[config.mk]
export PLATFORM = sky130hd
export DESIGN_NAME = query_whitespace_normalizer_top
export DESIGN_NICKNAME = d
export VERILOG_FILES = /design/src/hw/rtl/qwn_pkg.sv /design/src/hw/rtl/query_whitespace_normalizer_top.sv /design/src/hw/rtl/qwn_front.sv /design/src/hw/rtl/qwn_queue.sv /design/src/hw/rtl/qwn_back.sv
export SDC_FILE = /design/constraint.sdc
export NUM_CORES = 1
export LEC_CHECK = 0
export ABC_AREA = 0
export BUFFER_PORTS_ARGS = -buffer_cell sky130_fd_sc_hd__buf_2
export CAP_MARGIN = 20
export CORE_MARGIN = 5
export CORE_UTILIZATION = 62
export DETAILED_ROUTE_END_ITERATION = 10
export GPL_TIMING_DRIVEN = 0
export HOLD_SLACK_MARGIN = 0.06
export PLACE_DENSITY = 0.8
export SETUP_SLACK_MARGIN = 0.4
export SYNTH_ARGS = -nofsm -noshare
export SYNTH_HDL_FRONTEND = slang
export SYNTH_SLANG_ARGS = --single-unit
[constraint.sdc]
create_clock -name clock -period 7.62 [get_ports clock]
set_input_delay 0.762 -clock clock [delete_from_list [all_inputs] [get_ports clock]]
set_output_delay 0.762 -clock clock [all_outputs]
set_load 0.02 [all_outputs]
[src/hw/rtl/qwn_pkg.sv]
// Package for the query whitespace normalizer: character codes, mode codes,
// front/back bundle type and the per-character rewrite functions.
// No dependencies.
package qwn_pkg;

   localparam logic [7:0] CH_SPACE   = 8'h20;
   localparam logic [7:0] CH_BANG    = 8'h21;
   localparam logic [7:0] CH_QUOTE   = 8'h22;
   localparam logic [7:0] CH_LPAREN  = 8'h28;
   localparam logic [7:0] CH_RPAREN  = 8'h29;
   localparam logic [7:0] CH_ZERO    = 8'h30;
   localparam logic [7:0] CH_NINE    = 8'h39;
   localparam logic [7:0] CH_LBRACK  = 8'h5B;
   localparam logic [7:0] CH_RBRACK  = 8'h5D;
   localparam logic [7:0] CH_CARET   = 8'h5E;
   localparam logic [7:0] CH_LBRACE  = 8'h7B;
   localparam logic [7:0] CH_BAR     = 8'h7C;
   localparam logic [7:0] CH_RBRACE  = 8'h7D;

   localparam logic [2:0] MODE_NORMAL = 3'd0;
   localparam logic [2:0] MODE_DIGITS = 3'd1;
   localparam logic [2:0] MODE_QUOTE  = 3'd2;

   localparam int unsigned MAX_RES = 4;

   // stage-two state
   typedef struct packed {
      logic [7:0] held_char;
      logic       held_valid;
      logic [2:0] mode;
   } s2_state_type;

   // stage-two state plus the bytes emitted so far for one beat
   typedef struct packed {
      s2_state_type          st;
      logic [3:0][7:0]       chars;
      logic [2:0]            count;
   } s2_result_type;

   // one queue entry: all results caused by one input beat
   typedef struct packed {
      logic [3:0][7:0] chars;
      logic [1:0]      last_idx;
      logic            marker;   // empty final marker, no real byte
      logic            last;
   } bundle_type;

   function automatic logic is_open(input logic [7:0] c);
      return c == CH_LPAREN || c == CH_LBRACK || c == CH_LBRACE || c == CH_QUOTE;
   endfunction

   function automatic logic is_close(input logic [7:0] c);
      return c == CH_RPAREN || c == CH_RBRACK || c == CH_RBRACE || c == CH_QUOTE;
   endfunction

   function automatic logic is_digit(input logic [7:0] c);
      return c >= CH_ZERO && c <= CH_NINE;
   endfunction

   function automatic s2_result_type emit(input s2_result_type r, input logic [7:0] c);
      s2_result_type o;
      o = r;
      if (o.count < 3'(MAX_RES)) begin
         o.chars[o.count[1:0]] = c;
         o.count = 3'(o.count + 3'd1);
      end
      return o;
   endfunction

   // operator spacing rewrite with one byte of lookahead
   function automatic s2_result_type stage_two(input s2_result_type r, input logic [7:0] x);
      s2_result_type o;
      logic [7:0]    h;
      logic          done;
      o    = r;
      done = 1'b0;
      h    = o.st.held_char;
      if (o.st.held_valid) begin
         o.st.held_valid = 1'b0;
         if (h == CH_BANG || h == CH_BAR || h == CH_LPAREN || h == CH_LBRACK ||
             h == CH_LBRACE || h == CH_RBRACE) begin
            if (x == CH_SPACE) done = 1'b1;
         end else if (h == CH_RPAREN || h == CH_RBRACK) begin
            if (x != CH_SPACE && x != CH_BAR) o = emit(o, CH_SPACE);
         end else if (h == CH_CARET) begin
            o.st.mode = MODE_DIGITS;
            if (x == CH_SPACE) done = 1'b1;
         end else if (h == CH_SPACE) begin
            if (!is_close(x)) o = emit(o, CH_SPACE);
         end else begin
            if (is_open(x) || x == CH_BANG) o = emit(o, CH_SPACE);
         end
      end
      if (!done) begin
         if (o.st.mode == MODE_QUOTE) begin
            o = emit(o, x);
            if (x == CH_QUOTE) o.st.mode = MODE_NORMAL;
         end else if (o.st.mode == MODE_DIGITS && is_digit(x)) begin
            o = emit(o, x);
         end else begin
            if (o.st.mode == MODE_DIGITS && is_open(x)) o = emit(o, CH_SPACE);
            o.st.mode = MODE_NORMAL;
            if (x == CH_SPACE) begin
               o.st.held_char  = x;
               o.st.held_valid = 1'b1;
            end else begin
               o = emit(o, x);
               if (x == CH_QUOTE) begin
                  o.st.mode = MODE_QUOTE;
               end else begin
                  o.st.held_char  = x;
                  o.st.held_valid = 1'b1;
               end
            end
         end
      end
      return o;
   endfunction

endpackage

[src/hw/rtl/query_whitespace_normalizer_top.sv]
// Top level of the query whitespace normalizer.
// Uses qwn_pkg, qwn_front, qwn_queue and qwn_back.
//
//  channel | direction | handshake            | payload
//  req     | in        | req_valid/req_stall  | req_char_in[7:0], req_end_of_query
//  rsp     | out       | rsp_valid/rsp_stall  | rsp_char_out[7:0], rsp_char_valid,
//          |           |                      | rsp_last_out
//
// The front end takes one raw byte per cycle while the queue is not full and
// does all per-byte work in that cycle; each beat yields zero to four result
// bytes (plus an empty marker at end of query when nothing else came out).
// The back end drains one result per cycle while the output is not stalled;
// the queue of QUEUE_DEPTH bundles absorbs bursts. Reset is synchronous,
// active high, and clears the query state, the queue and the output valid.
// req_stall is high only while the queue is full; rsp_stall holds a valid
// output register, and the back end then stops popping.
module query_whitespace_normalizer_top import qwn_pkg::*; #(
   parameter int unsigned QUEUE_DEPTH = 4
) (
   input  logic       clock,
   input  logic       reset,
   input  logic       req_valid,
   output logic       req_stall,
   input  logic [7:0] req_char_in,
   input  logic       req_end_of_query,
   output logic       rsp_valid,
   input  logic       rsp_stall,
   output logic [7:0] rsp_char_out,
   output logic       rsp_char_valid,
   output logic       rsp_last_out
);

   logic       push, pop, full, not_empty;
   bundle_type push_data, head;

   // classify and rewrite, one byte per cycle while the queue is not full
   qwn_front u_front (
      .clock            (clock),
      .reset            (reset),
      .req_valid        (req_valid),
      .req_char_in      (req_char_in),
      .req_end_of_query (req_end_of_query),
      .queue_full       (full),
      .req_stall        (req_stall),
      .push             (push),
      .push_data        (push_data)
   );

   // decouples the byte-rate front from the result-rate back
   qwn_queue #(
      .DEPTH (QUEUE_DEPTH)
   ) u_queue (
      .clock     (clock),
      .reset     (reset),
      .push      (push),
      .push_data (push_data),
      .pop       (pop),
      .full      (full),
      .not_empty (not_empty),
      .head      (head)
   );

   // serialize each bundle onto the rsp channel
   qwn_back u_back (
      .clock          (clock),
      .reset          (reset),
      .head_valid     (not_empty),
      .head           (head),
      .pop            (pop),
      .rsp_stall      (rsp_stall),
      .rsp_valid      (rsp_valid),
      .rsp_char_out   (rsp_char_out),
      .rsp_char_valid (rsp_char_valid),
      .rsp_last_out   (rsp_last_out)
   );

endmodule

[src/hw/rtl/qwn_front.sv]
// Front end: accepts raw beats, runs the space collapse and the operator
// rewrite, and pushes one bundle per beat with results or a query end. Uses qwn_pkg.
module qwn_front import qwn_pkg::*; (
   input  logic       clock,
   input  logic       reset,
   input  logic       req_valid,
   input  logic [7:0] req_char_in,
   input  logic       req_end_of_query,
   input  logic       queue_full,
   output logic       req_stall,
   output logic       push,
   output bundle_type push_data
);

   logic          space_pending_ff, space_pending_in;
   logic          after_bar_ff, after_bar_in;
   s2_state_type  s2_ff, s2_in;
   s2_result_type work;
   logic          accept;

   assign req_stall = queue_full;
   assign accept    = req_valid && !queue_full;

   always_comb begin
      space_pending_in = space_pending_ff;
      after_bar_in     = after_bar_ff;
      work.st          = s2_ff;
      work.chars       = '0;
      work.count       = '0;
      if (req_char_in == CH_SPACE) begin
         if (!after_bar_ff) space_pending_in = 1'b1;
      end else if (req_char_in == CH_BAR) begin
         space_pending_in = 1'b0;
         after_bar_in     = 1'b1;
         work             = stage_two(work, req_char_in);
      end else begin
         if (space_pending_ff) work = stage_two(work, CH_SPACE);
         space_pending_in = 1'b0;
         after_bar_in     = 1'b0;
         work             = stage_two(work, req_char_in);
      end
      if (req_end_of_query) begin
         if (work.st.mode == MODE_QUOTE) work = emit(work, CH_QUOTE);
         space_pending_in = 1'b0;
         after_bar_in     = 1'b0;
         work.st          = '0;
      end
      s2_in = work.st;

      push                = accept && (work.count != 3'd0 || req_end_of_query);
      push_data.chars     = work.chars;
      push_data.marker    = (work.count == 3'd0);
      push_data.last_idx  = (work.count == 3'd0) ? 2'd0 : 2'(work.count - 3'd1);
      push_data.last      = req_end_of_query;
   end

   always_ff @(posedge clock) begin
      if (reset) begin
         space_pending_ff <= 1'b0;
         after_bar_ff     <= 1'b0;
         s2_ff            <= '0;
      end else if (accept) begin
         space_pending_ff <= space_pending_in;
         after_bar_ff     <= after_bar_in;
         s2_ff            <= s2_in;
      end
   end

endmodule

[src/hw/rtl/qwn_queue.sv]
// Bundle queue between front and back end, register based.
// Uses qwn_pkg for the bundle type.
module qwn_queue import qwn_pkg::*; #(
   parameter int unsigned DEPTH = 4
) (
   input  logic       clock,
   input  logic       reset,
   input  logic       push,
   input  bundle_type push_data,
   input  logic       pop,
   output logic       full,
   output logic       not_empty,
   output bundle_type head
);

   localparam int unsigned PW = (DEPTH > 1) ? $clog2(DEPTH) : 1;
   localparam int unsigned CW = $clog2(DEPTH + 1);

   bundle_type      entry_ff [DEPTH];
   logic [PW-1:0]   wr_ptr_ff, wr_ptr_in;
   logic [PW-1:0]   rd_ptr_ff, rd_ptr_in;
   logic [CW-1:0]   count_ff, count_in;

   assign full      = (count_ff == CW'(DEPTH));
   assign not_empty = (count_ff != '0);
   assign head      = entry_ff[rd_ptr_ff];

   always_comb begin
      wr_ptr_in = wr_ptr_ff;
      rd_ptr_in = rd_ptr_ff;
      count_in  = count_ff;
      if (push) begin
         wr_ptr_in = (wr_ptr_ff == PW'(DEPTH - 1)) ? '0 : PW'(wr_ptr_ff + 1'b1);
      end
      if (pop) begin
         rd_ptr_in = (rd_ptr_ff == PW'(DEPTH - 1)) ? '0 : PW'(rd_ptr_ff + 1'b1);
      end
      if (push && !pop) count_in = CW'(count_ff + 1'b1);
      else if (pop && !push) count_in = CW'(count_ff - 1'b1);
   end

   always_ff @(posedge clock) begin
      if (reset) begin
         wr_ptr_ff <= '0;
         rd_ptr_ff <= '0;
         count_ff  <= '0;
      end else begin
         wr_ptr_ff <= wr_ptr_in;
         rd_ptr_ff <= rd_ptr_in;
         count_ff  <= count_in;
      end
   end

   always_ff @(posedge clock) begin
      if (push) entry_ff[wr_ptr_ff] <= push_data;
   end

endmodule

[src/hw/rtl/qwn_back.sv]
// Back end: walks the head bundle one result per cycle, while the output
// is not stalled, into the output register. Uses qwn_pkg for the bundle type.
module qwn_back import qwn_pkg::*; (
   input  logic       clock,
   input  logic       reset,
   input  logic       head_valid,
   input  bundle_type head,
   output logic       pop,
   input  logic       rsp_stall,
   output logic       rsp_valid,
   output logic [7:0] rsp_char_out,
   output logic       rsp_char_valid,
   output logic       rsp_last_out
);

   logic       rsp_valid_ff, rsp_valid_in;
   logic [7:0] char_ff, char_in;
   logic       cvalid_ff, cvalid_in;
   logic       last_ff, last_in;
   logic [1:0] idx_ff, idx_in;
   logic       load, at_end;

   assign load   = head_valid && (!rsp_valid_ff || !rsp_stall);
   assign at_end = (idx_ff == head.last_idx);
   assign pop    = load && at_end;

   always_comb begin
      rsp_valid_in = rsp_valid_ff;
      idx_in       = idx_ff;
      char_in      = char_ff;
      cvalid_in    = cvalid_ff;
      last_in      = last_ff;
      if (rsp_valid_ff && !rsp_stall) rsp_valid_in = 1'b0;
      if (load) begin
         rsp_valid_in = 1'b1;
         char_in      = head.marker ? 8'h00 : head.chars[idx_ff];
         cvalid_in    = !head.marker;
         last_in      = head.last && at_end;
         idx_in       = at_end ? 2'd0 : 2'(idx_ff + 2'd1);
      end
   end

   always_ff @(posedge clock) begin
      if (reset) begin
         rsp_valid_ff <= 1'b0;
         idx_ff       <= '0;
      end else begin
         rsp_valid_ff <= rsp_valid_in;
         idx_ff       <= idx_in;
      end
   end

   always_ff @(posedge clock) begin
      char_ff   <= char_in;
      cvalid_ff <= cvalid_in;
      last_ff   <= last_in;
   end

   assign rsp_valid      = rsp_valid_ff;
   assign rsp_char_out   = char_ff;
   assign rsp_char_valid = cvalid_ff;
   assign rsp_last_out   = last_ff;

endmodule
== Yosys cells after proc, flatten, opt, wreduce, memory -nomap -nowiden ==
Memories as Yosys holds them, arrays and structs flattened. A register that Yosys moved wholly into a read port is not among the register bits.
Index checks and enable logic that the tools add are counted.

* Flip-flop bits (word level): 34
* Memory bits (writable): 144
* Input port bits: 13
* Output and inout bits: 12
* Logic and storage cells: 286
* Memories: 1

* Add/subtract/negate cells: 13
* Magnitude comparators: 24
* Eq/ne operators: 44
* Muxes and demuxes: 121
* Bitwise gates (word level): 15
* Reductions and logical operators: 55

{| class="wikitable"
|+ Memories
! name !! depth !! bits a word !! rd ports !! clocked after memory_dff !! wr ports !! RTL line !! text
|-
| u_queue.entry_ff || 4 || 36 || 1 || 1 || 1 || qwn_queue.sv:19 || <nowiki>bundle_type entry_ff [DEPTH];</nowiki>
|}

{| class="wikitable"
|+ Operator list
! cell !! number
|-
| $mux W47 || 31
|-
| $mux W35 || 18
|-
| $mux W38 || 9
|-
| $eq A8 B7 Y1 const B || 17
|-
| $bwmux W32 || 4
|-
| $and A28 B28 Y28 || 4
|-
| $demux W8 S2 || 7
|-
| $not A28 Y28 || 4
|-
| $eq A8 B6 Y1 const B || 13
|-
| $mux W9 || 8
|-
| $mux W8 || 8
|-
| $add A3 B1 Y3 const B || 8
|-
| $and A24 B24 Y24 || 1
|-
| $lt A2 B3 Y1 const B || 8
|-
| $not A24 Y24 || 1
|-
| $logic_and A1 B1 Y1 || 21
|-
| $logic_or A1 B1 Y1 || 21
|-
| $lt A3 B3 Y1 const B || 7
|-
| $mux W1 || 21
|-
| $mux W3 || 7
|-
| $bmux W8 S2 || 1
|-
| $or A4 B4 Y4 || 4
|-
| $ge A2 B1 Y1 const B || 7
|-
| $mux W2 || 7
|-
| other kinds (20) || 35
|}

== Logic depth before layout (Yosys ltp) ==
* Depth in word-level cells: 78
* Mapped depth: 28

== Cells and area by module ==
From an unflattened synthesis, not the netlist that was laid out.

* Cells, all modules: 685
* Area, all modules: 9,409.0 µm²

{| class="wikitable"
|+ Modules (own cells, without submodules)
! module !! instances !! cells an instance !! area an instance (µm²) !! seq. area each (µm²)
|-
| qwn_queue || 1 || 232 || 5,690.5 || 4,504.3
|-
| qwn_front || 1 || 403 || 2,967.8 || 280.3
|-
| qwn_back || 1 || 50 || 750.7 || 360.3
|}

== Least setup slack after synthesis ==
OpenSTA, ideal clock, no wires.

* Path kind: input to register
* From: input port req_char_in[7]
* To: memory u_queue.entry_ff[0][0] (netlist bit), enable pin
* Library setup time: 0.397 ns
* Data arrival time: 5.284 ns
* Required time: 7.223 ns
* Path slack: 1.939 ns
* Stages on the path: 19
* Path buffers: 1
* Path through: or4b_1 > buf_2 > a21o_4 > or2_1 > o2111a_2 > o22a_4 > mux2_2 > o21a_1 > ha_1 > a21oi_1 > mux2_2 > ha_1 > a21o_1 > o211ai_1 > a21oi_1 > or2_1 > nor2_1 > a31oi_4 > and2_1

* Cells in the longest elaborated chain, start to end: 37
* Elaborated cells between the ends (all ways): 95
* Classes of those cells: add/sub: 5; order compare: 7; eq/ne: 13; mux: 54; reduce/logical: 16

{| class="wikitable"
|+ RTL lines
! what !! RTL line !! text
|-
| start: declaration || query_whitespace_normalizer_top.sv:24 || <nowiki>input logic [7:0] req_char_in,</nowiki>
|-
| $eq A8 B6 Y1 or $eq A8 B7 Y1 (tied branches) || qwn_pkg.sv:49 || <nowiki>return c == CH_LPAREN || c == CH_LBRACK || c == CH_LBRACE || c == CH_QUOTE;</nowiki>
|-
| $logic_or A1 B1 Y1 (3 in a row) || qwn_pkg.sv:49 ||
|-
| $logic_or A1 B1 Y1 || qwn_pkg.sv:91 || <nowiki>if (is_open(x) || x == CH_BANG) o = emit(o, CH_SPACE);</nowiki>
|-
| $mux W35 or $mux W9 (tied branches) || qwn_pkg.sv:91 ||
|-
| $mux W35 or $mux W9 (tied branches) || qwn_pkg.sv:88 || <nowiki>end else if (h == CH_SPACE) begin</nowiki>
|-
| $mux W35 || qwn_pkg.sv:85 || <nowiki>end else if (h == CH_CARET) begin</nowiki>
|-
| $mux W38 || qwn_pkg.sv:83 || <nowiki>end else if (h == CH_RPAREN || h == CH_RBRACK) begin</nowiki>
|-
| $mux W38 || qwn_pkg.sv:80 || <nowiki>if (h == CH_BANG || h == CH_BAR || h == CH_LPAREN || h == CH_LBRACK ||</nowiki>
|-
| [... 20 more ...] || - ||
|-
| $mux W35 || qwn_front.sv:43 || <nowiki>if (work.st.mode == MODE_QUOTE) work = emit(work, CH_QUOTE);</nowiki>
|-
| $mux W47 * || qwn_front.sv:42 || <nowiki>if (req_end_of_query) begin</nowiki>
|-
| $reduce_bool A3 Y1 * || qwn_front.sv:50 || <nowiki>push = accept && (work.count != 3'd0 || req_end_of_query);</nowiki>
|-
| $logic_or A1 B1 Y1 * || qwn_front.sv:50 ||
|-
| $logic_and A1 B1 Y1 * || qwn_front.sv:50 ||
|-
| via push || query_whitespace_normalizer_top.sv:33 || <nowiki>logic push, pop, full, not_empty;</nowiki>
|-
| $mux W1 * || qwn_queue.sv:55 || <nowiki>if (push) entry_ff[wr_ptr_ff] <= push_data;</nowiki>
|-
| $mux W1 (implied by the code) * || qwn_queue.sv:55 ||
|-
| end: declaration || qwn_queue.sv:19 ||
|}

The timed path passes the listed nets; every way through them passes the cells marked *. The select of a mux whose other input is x is not followed.

== Final worst setup path ==
* From: register u_front.s2_ff[8] (netlist bit)
* To: register u_queue.count_ff[2]

* Cells in the longest elaborated chain, start to end: 53
* Elaborated cells between the ends (all ways): 137
* Classes of those cells: add/sub: 7; order compare: 7; eq/ne: 26; mux: 74; reduce/logical: 23

{| class="wikitable"
|+ RTL lines
! what !! RTL line !! text
|-
| start: declaration || qwn_front.sv:17 || <nowiki>s2_state_type s2_ff, s2_in;</nowiki>
|-
| start signal: assignment || qwn_front.sv:65 || <nowiki>s2_ff <= s2_in;</nowiki>
|-
| $eq A8 B6 Y1 or $eq A8 B7 Y1 (tied branches) || qwn_pkg.sv:80 ||
|-
| $logic_or A1 B1 Y1 (4 in a row) || qwn_pkg.sv:80 ||
|-
| $logic_or A1 B1 Y1 || qwn_pkg.sv:81 || <nowiki>h == CH_LBRACE || h == CH_RBRACE) begin</nowiki>
|-
| $mux W38 || qwn_pkg.sv:80 ||
|-
| $mux W38 || qwn_pkg.sv:78 || <nowiki>if (o.st.held_valid) begin</nowiki>
|-
| $mux W47 || qwn_front.sv:37 || <nowiki>if (space_pending_ff) work = stage_two(work, CH_SPACE);</nowiki>
|-
| $mux W47 || qwn_front.sv:32 || <nowiki>end else if (req_char_in == CH_BAR) begin</nowiki>
|-
| $mux W47 || qwn_front.sv:30 || <nowiki>if (req_char_in == CH_SPACE) begin</nowiki>
|-
| [... 35 more ...] || - ||
|-
| $mux W47 * || qwn_front.sv:42 ||
|-
| $reduce_bool A3 Y1 * || qwn_front.sv:50 ||
|-
| $logic_or A1 B1 Y1 * || qwn_front.sv:50 ||
|-
| $logic_and A1 B1 Y1 * || qwn_front.sv:50 ||
|-
| via push || query_whitespace_normalizer_top.sv:33 ||
|-
| $logic_not A1 Y1 || qwn_queue.sv:39 || <nowiki>else if (pop && !push) count_in = CW'(count_ff - 1'b1);</nowiki>
|-
| $logic_and A1 B1 Y1 || qwn_queue.sv:39 ||
|-
| $reduce_bool A2 Y1 (no source line) || - ||
|-
| end signal: assignment || qwn_queue.sv:50 || <nowiki>count_ff <= count_in;</nowiki>
|-
| end: declaration || qwn_queue.sv:22 || <nowiki>logic [CW-1:0] count_ff, count_in;</nowiki>
|}

Marks and branches as above.
A chain may end at the register's enable or synchronous reset.

==> run_results.csv <==
group,metric,value,unit
timing,rsz0062_at_grt,"false",
timing,skew,7.65,ps
synthesis,synth-edff-count,154,
clock_network,cts_resized,0,
run_status,status,"finished, final reports clean",
timing,fin_crit_sh,87.1,%
power_and_ir_drop,power.density,331,mW/mm^2
setup_path,crit_arrival,6990,ps
timing,slew_viol_final,0,
route,route.detailed.drc,0,
timing,hold_viol,0,
clock_network,postCtsSetupBuffers,0,
hold_path,hp-start,"u_back.rsp_valid",
route,avgRoutedWirePerCell,24.7,um
timing,tns,0,ps
synthesis,post_synth.cell_area_avg,13.6,sq um
floorplan,die_x,129,um
timing,maxSlewHeadroom,34.5,%
synthesis,ys.flop_type,"edfxtp_1",
synthesis,yosys_warnings,0,
synthesis,syn_inst,647,
grt,globalRouteOverflowTotal,0,
timing,fmax,151,MHz
floorplan,num_rows,43,
timing,setup_slack,983,ps
setup_path,cp_common_cell,"ha_1",
timing,max_slew.worst_pin.slew,983,ps
clock_network,insertion_delay,430,ps
clock_network,ctsHoldBuffers,0,
setup_path,r2r_cells,28,
setup_path,max_stage_delay,440,ps
hold_path,worst_hold_path_type,"register to register",
synthesis,syn_nets,688,
grt,antenna_found_initial,2,
setup_path,startpoint,"u_front.s2_ff[8]",
setup_path,path_class,"register to register",
synthesis,seq_area_frac_synth,58.3,%
clock_network,clockBufferDepth,2,
grt,grt_pass1_wl,33.7,mm
clock_network,clk_pin_slew,70,ps
grt,grt_max_degree,32,
floorplan,die_h,129,um
power_and_ir_drop,ir_drop,0.174,mV
place,pre_cts_ws,939,ps
floorplan,ioPinCount,25,
setup_path,slowest_stage,"dfxtp_1",
clock_network,root_buffer,"clkbuf_16",
synthesis,synth_top_area_share,52.4,%
route,vias_per_cell,6.67,
synthesis,ys_ff_latch,180,
finish,area_delta_synth_final,12.9,%
clock_network,cts_tree,"done",
hold_path,hold_depth,2,
setup_path,crit_path_end_kind,"register",
synthesis,ys_top_cells_by_area,"edfxtp_1, mux4_2, dfxtp_1, ha_1, and2_1",
clock_network,clock_sinks,180,
floorplan,core_area,0.0139,sq mm
route,dr.pass1.iters,6,
clock_network,htree_levels,4,
synthesis,synth_area,0.00883,sq mm
synthesis,async_flop_share,0,%
finish,layout.nets,737,
route,ant_nets,0,
setup_path,critPathMaxFanout,9,
place,hpwlAfterDp,14.7,mm
route,drt_first_iter_violations,615,
finish,drive_gt1_share,18.8,%
grt,grt_pass1_vias,6091,
timing,period_needed,6640,ps
floorplan,initial_core_util,63.4,%
setup_path,reg2reg_from,"u_front.s2_ff[8]",
place,finalWeightedCongestion,0.933,
clock_network,cts_made_buffers,17,
setup_path,cp-start-kind,"register",
place,numPortBuffers,24,
route,wirelength,22.0,mm
route,vias,5929,
setup_path,crit_required,7970,ps
finish,n_antenna_cell,0,
synthesis,yosysTopAreaCell,"edfxtp_1",
grt,grt_usage,27.4,%
timing,setup-violations-final,0,
floorplan,dieArea,0.0167,sq mm
run,maxCapViolations,0,
synthesis,synth_cell_types,75,
power_and_ir_drop,power.leakage,3.56,nW
==> final cells by class <==
type / count / area [sq um]
Sequential cell: 180 / 5140
Fill cell: 863 / 3970
Multi-Input combinational cell: 413 / 3490
Clock buffer: 19 / 453
Timing Repair Buffer: 30 / 230
Tap cell: 180 / 225
Clock inverter: 13 / 220
Buffer: 29 / 111
Inverter: 25 / 93.8
==> logic make-up after synthesis <==
group,count (synthesis),share of synthesized area (%)
buffers and inverters,54,2.32
xor gates and xnor gates,7,0.694
muxes,55,12.5
DFF,180,58.3
AOI/OAI and AO/OA,136,11.1
adders and majority gates,28,4.05
and+or+nand+nor,187,11.0
==> synthesized netlist by cell type (7+ instances only) <==
library cell  instances
edfxtp_1            154
nor2_1               48
nand2_1              45
mux4_2               44
a21oi_1              40
and2_1               34
ha_1                 27
dfxtp_1              26
clkbuf_1             22
inv_1                22
o21ai_0              14
a22oi_1              13
nor3_1                8
mux2i_1               7
nand3_1               7
==> worst max-delay path, delay by kind of cell, from the launching register on <==
kind	cells	cell delay, ps
xor+xnor	1	160
mux	2	480
fa+ha+maj	6	1700
compound gates	8	1540
buf+inv	4	620
simple gates	7	1640
flops	1	440
==> worst paths after layout <==
kind         slack, ps             endpoint
max                980  u_queue.count_ff[2]
max reg2reg        980  u_queue.count_ff[2]
min reg2reg        470     u_back.rsp_valid
min                470     u_back.rsp_valid
==> per-stage QoR <==
| step | total power (W) | utilization [%] | hold slack, ps | std cells | area, sq um |
|---|---|---|---|---|---|
| after floorplan | 0.00201 | - | 458 | 647 | 8830 |
| after CTS | 0.00329 | 71.3 | 476 | 887 | 9940 |
| final | 0.00330 | 71.5 | 474 | 889 | 9970 |
| after global routing | 0.00343 | 71.5 | 513 | 889 | 9970 |
| after detailed placement | 0.00230 | 66.5 | 467 | 855 | 9260 |
| after global placement | 0.00223 | 65.8 | 455 | 851 | 9170 |
==> layout by cell type (no fill, tap or decap), types with 6 or more instances in the layout <==
| cell type | count |
|---|---|
| nand2_1 | 45 |
| a22oi_1 | 13 |
| clkbuf_16 | 17 |
| clkbuf_1 | 22 |
| nor3_1 | 8 |
| mux4_2 | 44 |
| a21oi_1 | 39 |
| nand2b_1 | 6 |
| o21ai_0 | 14 |
| a22o_1 | 6 |
| nor2_1 | 48 |
| ha_1 | 27 |
| edfxtp_1 | 154 |
| buf_2 | 26 |
| a21o_1 | 6 |
| inv_1 | 22 |
| nand3_1 | 7 |
| dfxtp_1 | 26 |
| mux2i_1 | 7 |
| and2_1 | 30 |
==> layer usage <==
layer	share of wire, %	vias up	track usage [%]
met5	0.059	-	0
met4	3.5	2	12.7
met3	7.8	62	6.84
met2	52	324	48.2
met1	36	2910	31.5
li1	-	2631	-
==> power breakdown <==
group          leakage, nW  total, W  switching, W  internal [W]
Sequential            1.67   0.00135     0.0000626       0.00129
Clock                0.328  0.000981      0.000374      0.000606
Combinational         1.57  0.000968      0.000560      0.000407
==> registers in the layout (all words and copies together) (netlist names), named ones only <==
| name | flops |
|---|---|
| u_back.idx_ff | 2 |
| u_back.rsp_char_out | 8 |
| u_back.rsp_char_valid | 1 |
| u_back.rsp_last_out | 1 |
| u_back.rsp_valid | 1 |
| u_front.after_bar_ff | 1 |
| u_front.s2_ff | 12 |
| u_front.space_pending_ff | 1 |
| u_queue.count_ff | 3 |
| u_queue.entry_ff | 144 |
| u_queue.rd_ptr_ff | 2 |
| u_queue.wr_ptr_ff | 2 |
Power figures use the tool's default switching activity.
